--- src/hw/rtl/srps_pkg.sv ---
// shared types, constants and the slow-down table of the servo ramp stepper
// no dependencies
package srps_pkg;

  // configuration port
  localparam int CFG_W = 16;
  localparam int CFG_IDX_W = 2;
  localparam logic [CFG_IDX_W-1:0] REG_EXT_MIN = 2'd0;
  localparam logic [CFG_IDX_W-1:0] REG_EXT_MAX = 2'd1;
  localparam logic [CFG_IDX_W-1:0] REG_INT_MIN = 2'd2;
  localparam logic [CFG_IDX_W-1:0] REG_INT_MAX = 2'd3;

  // configuration reset values
  localparam logic signed [CFG_W-1:0] EXT_MIN_RST = 16'sd0;
  localparam logic signed [CFG_W-1:0] EXT_MAX_RST = 16'sd180;
  localparam logic signed [CFG_W-1:0] INT_MIN_RST = 16'sd0;
  localparam logic signed [CFG_W-1:0] INT_MAX_RST = 16'sd180;

  // item actions
  localparam logic ACT_MOVE = 1'b0;
  localparam logic ACT_TICK = 1'b1;

  // range mapping widths: 17-bit differences, 34-bit product
  localparam int DIFF_W = CFG_W + 1;
  localparam int MAP_W = 2 * DIFF_W;

  // divider: 32-bit magnitude over 16-bit magnitude, two quotient bits a cycle
  localparam int DVD_W = 32;
  localparam int DSR_W = 16;
  localparam int DIV_STEPS = DVD_W / 2;
  localparam int DIV_CNT_W = $clog2(DIV_STEPS);
  localparam logic [DIV_CNT_W-1:0] DIV_LAST = DIV_CNT_W'(DIV_STEPS - 1);

  // step and slow-down widths
  localparam int STEP_W = 3;
  localparam int LIMIT_W = 5;
  localparam logic [STEP_W-1:0] STEP_MAX = 3'd7;

  typedef struct packed {
    logic busy;
    logic done;
  } div_stat_t;

  // slow-down limit for step s: s*(s+1)/2 + 1
  function automatic logic [LIMIT_W-1:0] slow_limit(input logic [STEP_W-1:0] s);
    logic [LIMIT_W-1:0] lim;
    case (s)
      3'd0: lim = 5'd1;
      3'd1: lim = 5'd2;
      3'd2: lim = 5'd4;
      3'd3: lim = 5'd7;
      3'd4: lim = 5'd11;
      3'd5: lim = 5'd16;
      3'd6: lim = 5'd22;
      default: lim = 5'd29;
    endcase
    return lim;
  endfunction

endpackage

--- src/hw/rtl/servo_ramp_position_stepper.sv ---
// move word: multiply, load, divide (skipped for a zero-width external range), fix-up,
// target update, then output once the result register is free to take it
// tick word: tick, move, output (move skipped at target); next accepted once back in idle
// one result per word, held in an output register; a new word may be taken meanwhile
// rst (synchronous): config 0/180/0/180, position, target, step and limit zero
module servo_ramp_position_stepper #(
  parameter int POS_WIDTH = 16
) (
  input  logic                                clk,
  input  logic                                rst,
  input  logic                                cfg_wr_en,
  input  logic [srps_pkg::CFG_IDX_W-1:0]      cfg_index,
  input  logic [srps_pkg::CFG_W-1:0]          cfg_data,
  input  logic                                in_valid,
  output logic                                in_ready,
  input  logic                                action,
  input  logic signed [15:0]                  command_value,
  output logic                                out_valid,
  input  logic                                out_ready,
  output logic signed [15:0]                  position,
  output logic                                at_target,
  output logic [srps_pkg::STEP_W-1:0]         step_size
);

  localparam int PW = POS_WIDTH;
  localparam int MW = srps_pkg::MAP_W;
  localparam logic signed [63:0] POS_MAX64 = (64'sd1 <<< (PW - 1)) - 64'sd1;
  localparam logic signed [63:0] POS_MIN64 = -(64'sd1 <<< (PW - 1));
  localparam logic signed [MW-1:0] MAP_MAX = POS_MAX64[MW-1:0];
  localparam logic signed [MW-1:0] MAP_MIN = POS_MIN64[MW-1:0];
  localparam logic [PW-1:0] POS_MAX = {1'b0, {(PW-1){1'b1}}};
  localparam logic [PW-1:0] POS_MIN = {1'b1, {(PW-1){1'b0}}};

  // sequencer codes
  localparam logic [3:0] ST_IDLE = 4'd0;
  localparam logic [3:0] ST_MUL  = 4'd1;
  localparam logic [3:0] ST_LOAD = 4'd2;
  localparam logic [3:0] ST_DIV  = 4'd3;
  localparam logic [3:0] ST_FIX  = 4'd4;
  localparam logic [3:0] ST_TGT  = 4'd5;
  localparam logic [3:0] ST_TICK = 4'd6;
  localparam logic [3:0] ST_MOVE = 4'd7;
  localparam logic [3:0] ST_DONE = 4'd8;

  logic [3:0] state;

  // configuration registers
  logic signed [srps_pkg::CFG_W-1:0] ext_min;
  logic signed [srps_pkg::CFG_W-1:0] ext_max;
  logic signed [srps_pkg::CFG_W-1:0] int_min;
  logic signed [srps_pkg::CFG_W-1:0] int_max;

  // motion state
  logic signed [PW-1:0]              target_position;
  logic signed [PW-1:0]              current_position;
  logic [srps_pkg::STEP_W-1:0]       step_width;
  logic [srps_pkg::LIMIT_W-1:0]      slowdown_limit;

  // mapping working registers
  logic signed [srps_pkg::DIFF_W-1:0] num_a;
  logic signed [srps_pkg::DIFF_W-1:0] num_b;
  logic signed [srps_pkg::DIFF_W-1:0] span;
  logic                               zero_span;
  logic signed [MW-1:0]               prod;
  logic                               neg;
  logic signed [PW-1:0]               mapped;
  logic                               dir_down;

  // divider hookup
  logic                               div_start;
  logic [srps_pkg::DVD_W-1:0]         div_q;
  srps_pkg::div_stat_t                div_stat;
  logic [MW-1:0]                      prod_mag;
  logic [srps_pkg::DIFF_W-1:0]        span_mag;

  // combinational helpers
  logic                               in_acc;
  logic                               out_load;
  logic [srps_pkg::DVD_W-1:0]         q_use;
  logic signed [MW-1:0]               q_ext;
  logic signed [MW-1:0]               q_sgn;
  logic signed [MW-1:0]               map_sum;
  logic signed [PW:0]                 sub_rhs;
  logic signed [PW:0]                 delta;
  logic [PW:0]                        gap_abs;
  logic [srps_pkg::STEP_W-1:0]        new_step;
  logic [PW:0]                        limit_ext;
  logic [PW:0]                        step_ext;
  logic signed [PW:0]                 moved;
  logic [PW+15:0]                     pos_wide;

  assign in_ready = (state == ST_IDLE);
  assign in_acc = in_valid && in_ready;
  assign out_load = (state == ST_DONE) && (!out_valid || out_ready);

  // configuration writes
  always_ff @(posedge clk) begin
    if (rst) begin
      ext_min <= srps_pkg::EXT_MIN_RST;
      ext_max <= srps_pkg::EXT_MAX_RST;
      int_min <= srps_pkg::INT_MIN_RST;
      int_max <= srps_pkg::INT_MAX_RST;
    end else if (cfg_wr_en) begin
      case (cfg_index)
        srps_pkg::REG_EXT_MIN: ext_min <= cfg_data;
        srps_pkg::REG_EXT_MAX: ext_max <= cfg_data;
        srps_pkg::REG_INT_MIN: int_min <= cfg_data;
        srps_pkg::REG_INT_MAX: int_max <= cfg_data;
        default: ;
      endcase
    end
  end

  // divider operands are magnitudes; sign handled at fix-up
  assign prod_mag = prod[MW-1] ? MW'(-prod) : MW'(prod);
  assign span_mag = span[srps_pkg::DIFF_W-1] ? srps_pkg::DIFF_W'(-span)
                                              : srps_pkg::DIFF_W'(span);
  assign div_start = (state == ST_LOAD) && !zero_span && !div_stat.busy;

  srps_div u_div (
    .clk      (clk),
    .rst      (rst),
    .start    (div_start),
    .dividend (prod_mag[srps_pkg::DVD_W-1:0]),
    .divisor  (span_mag[srps_pkg::DSR_W-1:0]),
    .quotient (div_q),
    .stat     (div_stat)
  );

  // quotient sign and offset; saturation applied at fix-up
  always_comb begin
    q_use = zero_span ? '0 : div_q;
    q_ext = {{(MW - srps_pkg::DVD_W){1'b0}}, q_use};
    q_sgn = neg ? -q_ext : q_ext;
    map_sum = q_sgn + {{(MW - srps_pkg::CFG_W){int_min[srps_pkg::CFG_W-1]}}, int_min};
  end

  // shared distance subtractor: against the new value or the current target
  always_comb begin
    sub_rhs = (state == ST_TGT) ? {mapped[PW-1], mapped}
                                : {target_position[PW-1], target_position};
    delta = {current_position[PW-1], current_position} - sub_rhs;
    gap_abs = delta[PW] ? (PW+1)'(-delta) : (PW+1)'(delta);
    new_step = (|gap_abs[PW:7]) ? srps_pkg::STEP_MAX : gap_abs[6:4];
    limit_ext = {{(PW + 1 - srps_pkg::LIMIT_W){1'b0}}, slowdown_limit};
    step_ext = {{(PW + 1 - srps_pkg::STEP_W){1'b0}}, step_width};
    moved = dir_down ? {current_position[PW-1], current_position} - step_ext
                     : {current_position[PW-1], current_position} + step_ext;
    pos_wide = {{16{current_position[PW-1]}}, current_position};
  end

  // sequencer
  always_ff @(posedge clk) begin
    if (rst) begin
      state <= ST_IDLE;
    end else begin
      case (state)
        ST_IDLE: begin
          if (in_acc) begin
            state <= (action == srps_pkg::ACT_TICK) ? ST_TICK : ST_MUL;
          end
        end
        ST_MUL:  state <= ST_LOAD;
        ST_LOAD: state <= zero_span ? ST_FIX : ST_DIV;
        ST_DIV: begin
          if (div_stat.done) begin
            state <= ST_FIX;
          end
        end
        ST_FIX:  state <= ST_TGT;
        ST_TGT:  state <= ST_DONE;
        ST_TICK: state <= (current_position == target_position) ? ST_DONE : ST_MOVE;
        ST_MOVE: state <= ST_DONE;
        ST_DONE: begin
          if (out_load) begin
            state <= ST_IDLE;
          end
        end
        default: state <= ST_IDLE;
      endcase
    end
  end

  // mapping datapath
  always_ff @(posedge clk) begin
    if (in_acc) begin
      num_a <= {command_value[15], command_value} - {ext_min[15], ext_min};
      num_b <= {int_max[15], int_max} - {int_min[15], int_min};
      span <= {ext_max[15], ext_max} - {ext_min[15], ext_min};
      zero_span <= (ext_max == ext_min);
    end
    if (state == ST_MUL) begin
      prod <= num_a * num_b;
    end
    if (state == ST_LOAD) begin
      neg <= prod[MW-1] ^ span[srps_pkg::DIFF_W-1];
    end
    if (state == ST_FIX) begin
      if (map_sum > MAP_MAX) begin
        mapped <= POS_MAX;
      end else if (map_sum < MAP_MIN) begin
        mapped <= POS_MIN;
      end else begin
        mapped <= map_sum[PW-1:0];
      end
    end
    if (state == ST_TICK) begin
      dir_down <= !delta[PW];
    end
  end

  // motion state
  always_ff @(posedge clk) begin
    if (rst) begin
      target_position <= '0;
      current_position <= '0;
      step_width <= '0;
      slowdown_limit <= '0;
    end else begin
      // new target: fresh step and slow-down limit
      if ((state == ST_TGT) && (mapped != target_position)) begin
        target_position <= mapped;
        slowdown_limit <= srps_pkg::slow_limit(new_step);
        step_width <= (new_step == '0) ? srps_pkg::STEP_W'(1) : new_step;
      end
      // tick: shrink step inside the slow-down zone
      if ((state == ST_TICK) && (current_position != target_position)
          && (gap_abs < limit_ext) && (step_width > srps_pkg::STEP_W'(1))) begin
        step_width <= step_width - 1'b1;
      end
      // tick: move with saturation
      if (state == ST_MOVE) begin
        if (moved[PW] != moved[PW-1]) begin
          current_position <= moved[PW] ? POS_MIN : POS_MAX;
        end else begin
          current_position <= moved[PW-1:0];
        end
      end
    end
  end

  // output register
  always_ff @(posedge clk) begin
    if (rst) begin
      out_valid <= 1'b0;
    end else if (out_load) begin
      out_valid <= 1'b1;
    end else if (out_ready) begin
      out_valid <= 1'b0;
    end
  end

  always_ff @(posedge clk) begin
    if (out_load) begin
      position <= pos_wide[15:0];
      at_target <= (current_position == target_position);
      step_size <= step_width;
    end
  end

endmodule

--- src/hw/rtl/srps_div.sv ---
// unsigned restoring divider, two quotient bits per cycle
// depends on srps_pkg
module srps_div (
  input  logic                          clk,
  input  logic                          rst,
  input  logic                          start,
  input  logic [srps_pkg::DVD_W-1:0]    dividend,
  input  logic [srps_pkg::DSR_W-1:0]    divisor,
  output logic [srps_pkg::DVD_W-1:0]    quotient,
  output srps_pkg::div_stat_t           stat
);

  logic [srps_pkg::DVD_W-1:0]     dvd;
  logic [srps_pkg::DSR_W-1:0]     rem;
  logic [srps_pkg::DSR_W-1:0]     dsr;
  logic [srps_pkg::DIV_CNT_W-1:0] cnt;
  logic                           busy;
  logic                           done;
  logic [srps_pkg::DSR_W:0]       s1;
  logic [srps_pkg::DSR_W:0]       s2;

  // one restoring step: returns {quotient bit, new remainder}
  function automatic logic [srps_pkg::DSR_W:0] div_step(
    input logic [srps_pkg::DSR_W-1:0] r,
    input logic                       b,
    input logic [srps_pkg::DSR_W-1:0] d
  );
    logic [srps_pkg::DSR_W:0]   sh;
    logic [srps_pkg::DSR_W+1:0] t;
    sh = {r, b};
    t = {1'b0, sh} - {2'b00, d};
    if (!t[srps_pkg::DSR_W+1]) begin
      return {1'b1, t[srps_pkg::DSR_W-1:0]};
    end
    return {1'b0, sh[srps_pkg::DSR_W-1:0]};
  endfunction

  // two chained steps per cycle
  always_comb begin
    s1 = div_step(rem, dvd[srps_pkg::DVD_W-1], dsr);
    s2 = div_step(s1[srps_pkg::DSR_W-1:0], dvd[srps_pkg::DVD_W-2], dsr);
  end

  // control
  always_ff @(posedge clk) begin
    if (rst) begin
      busy <= 1'b0;
      done <= 1'b0;
      cnt <= '0;
    end else begin
      done <= busy && (cnt == '0);
      if (start) begin
        busy <= 1'b1;
        cnt <= srps_pkg::DIV_LAST;
      end else if (busy) begin
        cnt <= cnt - 1'b1;
        if (cnt == '0) begin
          busy <= 1'b0;
        end
      end
    end
  end

  // datapath: dividend shifts out, quotient bits shift in
  always_ff @(posedge clk) begin
    if (start) begin
      dvd <= dividend;
      dsr <= divisor;
      rem <= '0;
    end else if (busy) begin
      dvd <= {dvd[srps_pkg::DVD_W-3:0], s1[srps_pkg::DSR_W], s2[srps_pkg::DSR_W]};
      rem <= s2[srps_pkg::DSR_W-1:0];
    end
  end

  assign quotient = dvd;
  assign stat.busy = busy;
  assign stat.done = done;

endmodule

--- config.mk ---
export PLATFORM = sky130hd
export DESIGN_NAME = servo_ramp_position_stepper
export DESIGN_NICKNAME = d
export VERILOG_FILES = /design/src/hw/rtl/srps_pkg.sv /design/src/hw/rtl/servo_ramp_position_stepper.sv /design/src/hw/rtl/srps_div.sv
export SDC_FILE = /design/constraint.sdc
export NUM_CORES = 2
export LEC_CHECK = 0
export BUFFER_PORTS_ARGS = -buffer_cell sky130_fd_sc_hd__buf_4
export CAP_MARGIN = 20
export CORE_MARGIN = 4
export CORE_UTILIZATION = 40
export DETAILED_ROUTE_END_ITERATION = 8
export PLACE_DENSITY = 0.57
export SYNTH_ARGS = -nofsm -noshare
export SYNTH_HDL_FRONTEND = slang
export SYNTH_SLANG_ARGS = --single-unit
--- constraint.sdc ---
create_clock -name clk -period 11.15 [get_ports clk]
set_input_delay 2.23 -clock clk [delete_from_list [all_inputs] [get_ports clk]]
set_output_delay 2.23 -clock clk [all_outputs]
set_load 0.02 [all_outputs]
Word level (Yosys, flattened, before mapping)
Cells that the tools add are included.
{"block": "op_classes", "n_eq_ne": 25, "n_bitwise": 1, "reduce_logical": 28, "n_lt_le_gt_ge": 4, "multipliers": 1, "n_addsub": 15, "mux": 33, "div": 0, "n_shift": 0}
{"cell": "2-to-1 mux 32 bit", "n": 4}
{"cell": "2-to-1 mux 17 bit", "n": 5}
{"cell": "2-to-1 mux 16 bit", "n": 4}
{"cell": "subtractor 16 x 16 -> 17 bit", "n": 3}
{"cell": "subtractor 17 x 16 -> 18 bit", "n": 2}
{"cell": "one-hot mux 5 bit (7 select lines)", "n": 1}
{"cell": "adder 34 bit", "n": 1}
{"cell": "> comparator 34 x 16 -> 1 bit (second input constant)", "n": 1}
{"cell": "< comparator 34 x 16 -> 1 bit (second input constant)", "n": 1}
{"cell": "multiplier 17 x 17 -> 34 bit", "n": 1}
{"cell": "2-to-1 mux 34 bit", "n": 1}
{"cell": "negation 32 -> 34 bit", "n": 1}
{"cell": "== test 16 bit", "n": 2}
{"cell": "inequality test 16 bit", "n": 2}
{"cell": "negation 32 bit", "n": 1}
{"cell": "one-hot mux 4 bit (8 select lines)", "n": 1}
{"cell": "2-to-1 mux 4 bit", "n": 6}
{"cell": "2-to-1 mux 3 bit", "n": 6}
{"cell": "adder 16 x 4 -> 17 bit", "n": 1}
{"cell": "< comparator 17 x 5 -> 1 bit", "n": 1}
{"cell": "negation 17 bit", "n": 1}
{"cell": "subtractor 16 x 4 -> 17 bit", "n": 1}
{"cell": "subtractor 17 bit", "n": 1}
{"cell": "== test 4 x 3 -> 1 bit (second input constant)", "n": 4}
{"cell": "other kinds (28)", "n": 55}
{"block": "totals", "input_bits": 40, "ram_bits": 0, "out_inout_bits": 22, "n_memories": 0, "register_bits": 303, "romBits": 0, "latchBits": 0, "elab_cells": 134}

Logic depth before layout (Yosys ltp)
{"block": "logic_depth", "word_depth": 11, "ltp_mapped": 27, "depth_no_buf": 25}

Hierarchy
From an unflattened synthesis, not the netlist that was laid out.
{"block": "unflattened", "hier_cells": 3562, "hier_area_um2": 31914.4}
{"module": "servo_ramp_position_stepper", "area_per_inst_um2": 27365.0, "cells_per_inst": 3111, "n_inst": 1, "seq_area_each_um2": 5875.6}
{"module": "srps_div", "area_per_inst_um2": 4549.4, "cells_per_inst": 451, "n_inst": 1, "seq_area_each_um2": 1881.8}

Least setup slack after synthesis
No wires, ideal clock.
{"block": "synth_timing", "path_kind": "reg-to-reg", "start": "register num_b[10] (netlist bit)", "end": "register prod[33] (data pin)", "n_path_buf": 2, "synth_period_minus_slack_ps": 6352, "t_arrival_ps": 6216, "path_stages_with_launch": 24, "path_slack_ps": 4798, "setup_ps": 136, "required_time_ps": 11014, "path_cell_list": "edfxtp_1 > clkbuf_1 > clkbuf_1 > nand2_1 > fa_1 > inv_1 > fa_1 > fa_1 > fa_1 > fa_1 > inv_1 > fa_1 > inv_1 > ha_1 > a21o_1 > a21o_1 > a21oi_1 > o32ai_1 > a21oi_1 > o31a_1 > a311oi_1 > a211o_1 > or4_1 > nand3_1"}
{"block": "synth_between", "elab_chain_len": 1}
{"element": "start: declaration", "line_no": "servo_ramp_position_stepper.sv:61", "text": "logic signed [srps_pkg::DIFF_W-1:0] num_b;"}
{"element": "start signal: assignment", "line_no": "servo_ramp_position_stepper.sv:188", "text": "num_b <= {int_max[15], int_max} - {int_min[15], int_min};"}
{"element": "multiplier 17 x 17 -> 34 bit", "line_no": "servo_ramp_position_stepper.sv:193", "text": "prod <= num_a * num_b;"}
{"element": "end signal: assignment", "line_no": "servo_ramp_position_stepper.sv:193"}
{"element": "end: declaration", "line_no": "servo_ramp_position_stepper.sv:64", "text": "logic signed [MW-1:0] prod;"}
Every way passes these cells.
A chain may end at the register's enable or synchronous reset.

Worst setup path in the final report
{"block": "layout_timing", "start": "register num_b[16] (netlist bit)", "end": "register prod[30] (data pin)"}
Same word-level chain as after synthesis.

==> flow_summary.ini <==
[global_routing]
grt_pass1_wl_mm = 129
gr-total-overflow = 0
grt_pass1_vias = 23700
grt_usage = 0.193
antenna_found_initial = 2
grt_max_degree = 88

[floorplanning]
io_pins = 62
dieArea_um2 = 83400
die_h_um = 289
coreArea_um2 = 77700
start_util = 0.406
num_rows = 102
die_w_um = 289

[synth]
synth.avg_cell_area_um2 = 8.92
synth_top_cell_by_area = fa_1
mappedNetlistArea_um2 = 31500
synth_edf_count = 171
synth-seq-area-share = 0.246
ys.flop_type = edfxtp_1
netlist_instances = 3534
yosysWarnings = 0
syn_nets = 4120
yosys.area.top_type_share = 0.193
synth-seq-cells = 302
yosysUniqueCellTypes = 90
synthArstFlopShare = 0
synth.area.top_cells = fa_1 19%, edfxtp_1 16%, ha_1 9.6%

[cells_and_area]
nNetsFinal = 4128
drive_gt1_frac = 0.0591
regArea_um2 = 7760
area_growth_syn_to_layout_pct = 9.19
fill_cells = 7588
multi_input_area_um2 = 21500

[timing]
slew_viol_final = 0
finalClockSkew_ns = 0.0422
slew_headroom = 0.267
fmax_mhz = 138
period_needed_ns = 7.25
tightest_slew_ns = 1.09
rsz0062_at_grt = no
hold_viol_final = 0
timing.final.crit_share = 0.650
tns_ns = 0
finalSetupViolCount = 0

[routing]
first_pass_iters = 5
vias = 23900
drc_errors = 0
wl_per_cell_um = 17.1
drt_iter0_drc = 1487
vias_per_cell = 5.18
antenna_left = 0
postRouteWirelength_mm = 79.1

[worst_setup_path]
crit_path_end = prod[30]
worst_path_most_repeated_cell = fa_1
r2r_slack_ns = 3.90
setup.worst_path.start = num_b[16]
path_buf_inv = 3
critPathLaunchType = flop
crit_cells = 18
r2r_cells = 18
r2r_end = prod[30]
crit_required_ns = 11.45
crit_family = adder cells
crit_chain = inv_1 -> nor2_1 -> fa_1 -> fa_1 -> fa_1 -> fa_1 -> fa_1 -> inv_1 -> fa_1 -> inv_1 -> ha_1 -> nand3_1 -> o21a_1 -> a311oi_1 -> nor3_1 -> o31ai_1 -> a221oi_1 -> xnor2_1
cp_slowest_cell = a311oi_1
end_kind = flop
critical_path_class = flop to flop
critPathArrivalTime_ns = 7.55
cpPeakStageDelay_ns = 0.87
critical_path_peak_fanout = 13
rr_startpoint = num_b[16]

[clocking]
insertion_delay_ns = 0.58
clock_sinks = 302
cts_tree = done
cts_setup_buffers = 0
cts_hold_buf = 0
clock_path_buffers = 3
cts-root-buf = clkbuf_16
cts_buffers = 38
clk_pin_slew_ns = 0.06
cts_resized = 0
cts_max_level = 2

[outcome]
status = completed

[hold_path]
hold_class = flop to flop

[place]
place_hpwl_mm = 63.5
io_buffers = 61
gp_congestion = 0.842

[job]
timing.max_cap.violations = 0
==> sequential cells by signal (all words and copies together), names as in the netlist, 4 cells and up <==
register,flops
current_position,16
ext_max,16
ext_min,16
int_max,16
int_min,16
mapped,16
num_a,17
num_b,17
position,16
prod,33
slowdown_limit,5
span,17
state,4
target_position,16
u_div.cnt,4
u_div.dsr,16
u_div.quotient,32
u_div.rem,16
==> worst register-to-register path: cells and delay by family (launching register included) <==
kind	cells	cell delay, ns
fa+ha+maj	7	3.63
compound gates	4	1.62
buf+inv	3	0.57
flops	1	0.52
simple gates	3	0.52
xor+xnor	1	0.14
==> through the flow <==
stage / instances / util / cell area (um2) / setup WS (ns) / hold WS, ns
detailed placement: 4539 / 0.425 / 33000 / 3.97 / 0.446
global placement: 4538 / 0.425 / 33000 / 4.02 / 0.441
finish: 4612 / 0.443 / 34400 / 3.90 / 0.454
CTS: 4608 / 0.442 / 34400 / 3.94 / 0.455
floorplan: 3534 / - / 31500 / 4.80 / 0.430
global route: 4612 / 0.443 / 34400 / 3.55 / 0.470
==> layout by cell type (no fill, tap or decap), drive strengths merged, types with 12 or more instances in the layout <==
cell type,count
a211oi,16
a21boi,25
a21o,35
a21oi,228
a31oi,19
and2,157
and3,20
buf,85
clkbuf,53
clkinv,13
dfxtp,131
edfxtp,171
fa,304
ha,242
inv,500
mux2,13
mux2i,38
nand2,386
nand2b,42
nand3,39
nand4,19
nor2,233
nor2b,44
nor3,61
nor4,14
o21a,31
o21ai,162
o21bai,12
o31ai,29
o41ai,17
or2,15
or3,20
or4,14
xnor2,154
xor2,88
==> how the worst min path moves through the flow <==
stage	start	end	depth (start not counted)
after floorplan	step_width[1]	step_size[1]	0
after global placement	ext_min[8]	ext_min[8]	2
after detailed placement	ext_min[12]	ext_min[12]	2
after CTS	ext_min[12]	ext_min[12]	2
after global routing	ext_min[9]	ext_min[9]	2
final	ext_min[2]	ext_min[2]	2
==> synthesized netlist by cell type, drive strengths merged (35+ instances only) <==
cell type and instances:
a21o 35, a21oi 228, and2 157, clkbuf 102
dfxtp 131, edfxtp 171, fa 304, ha 242
inv 499, mux2i 38, nand2 386, nand2b 42
nand3 39, nor2 233, nor2b 44, nor3 61
o21ai 162, xnor2 154, xor2 88
==> metal layers <==
metal,global-route usage,part of all wire,vias to the layer above
li1,-,-,11800
met4,0.0439,0.023,0
met2,0.318,0.46,422
met5,0,0,-
met3,0.0222,0.041,93
met1,0.273,0.47,11600
==> layout make-up <==
class,count,area share
Antenna cell,1,0.0000727
Clock inverter,17,0.00691
Sequential cell,302,0.225
Clock buffer,52,0.0315
Inverter,500,0.0545
Multi-Input combinational cell,2614,0.623
Tap cell,1040,0.0378
Timing Repair Buffer,86,0.0203
==> logic make-up (layout without fill, tap and decap cells) <==
kind of cell               Yosys count  count (layout)  share of synthesized area
and+or+nand+nor                   1087            1087                      0.165
AOI/OAI and AO/OA                  679             679                      0.138
buffers and inverters              618             655                     0.0744
adders and majority gates          555             555                      0.292
DFF                                302             302                      0.246
xor gates and xnor gates           242             242                     0.0672
muxes                               51              51                     0.0167
other                                0               1                          0
Power is left out: the tool's default activity adds up to more than one toggle a clock period on the data nets, which glitch-free logic cannot reach.
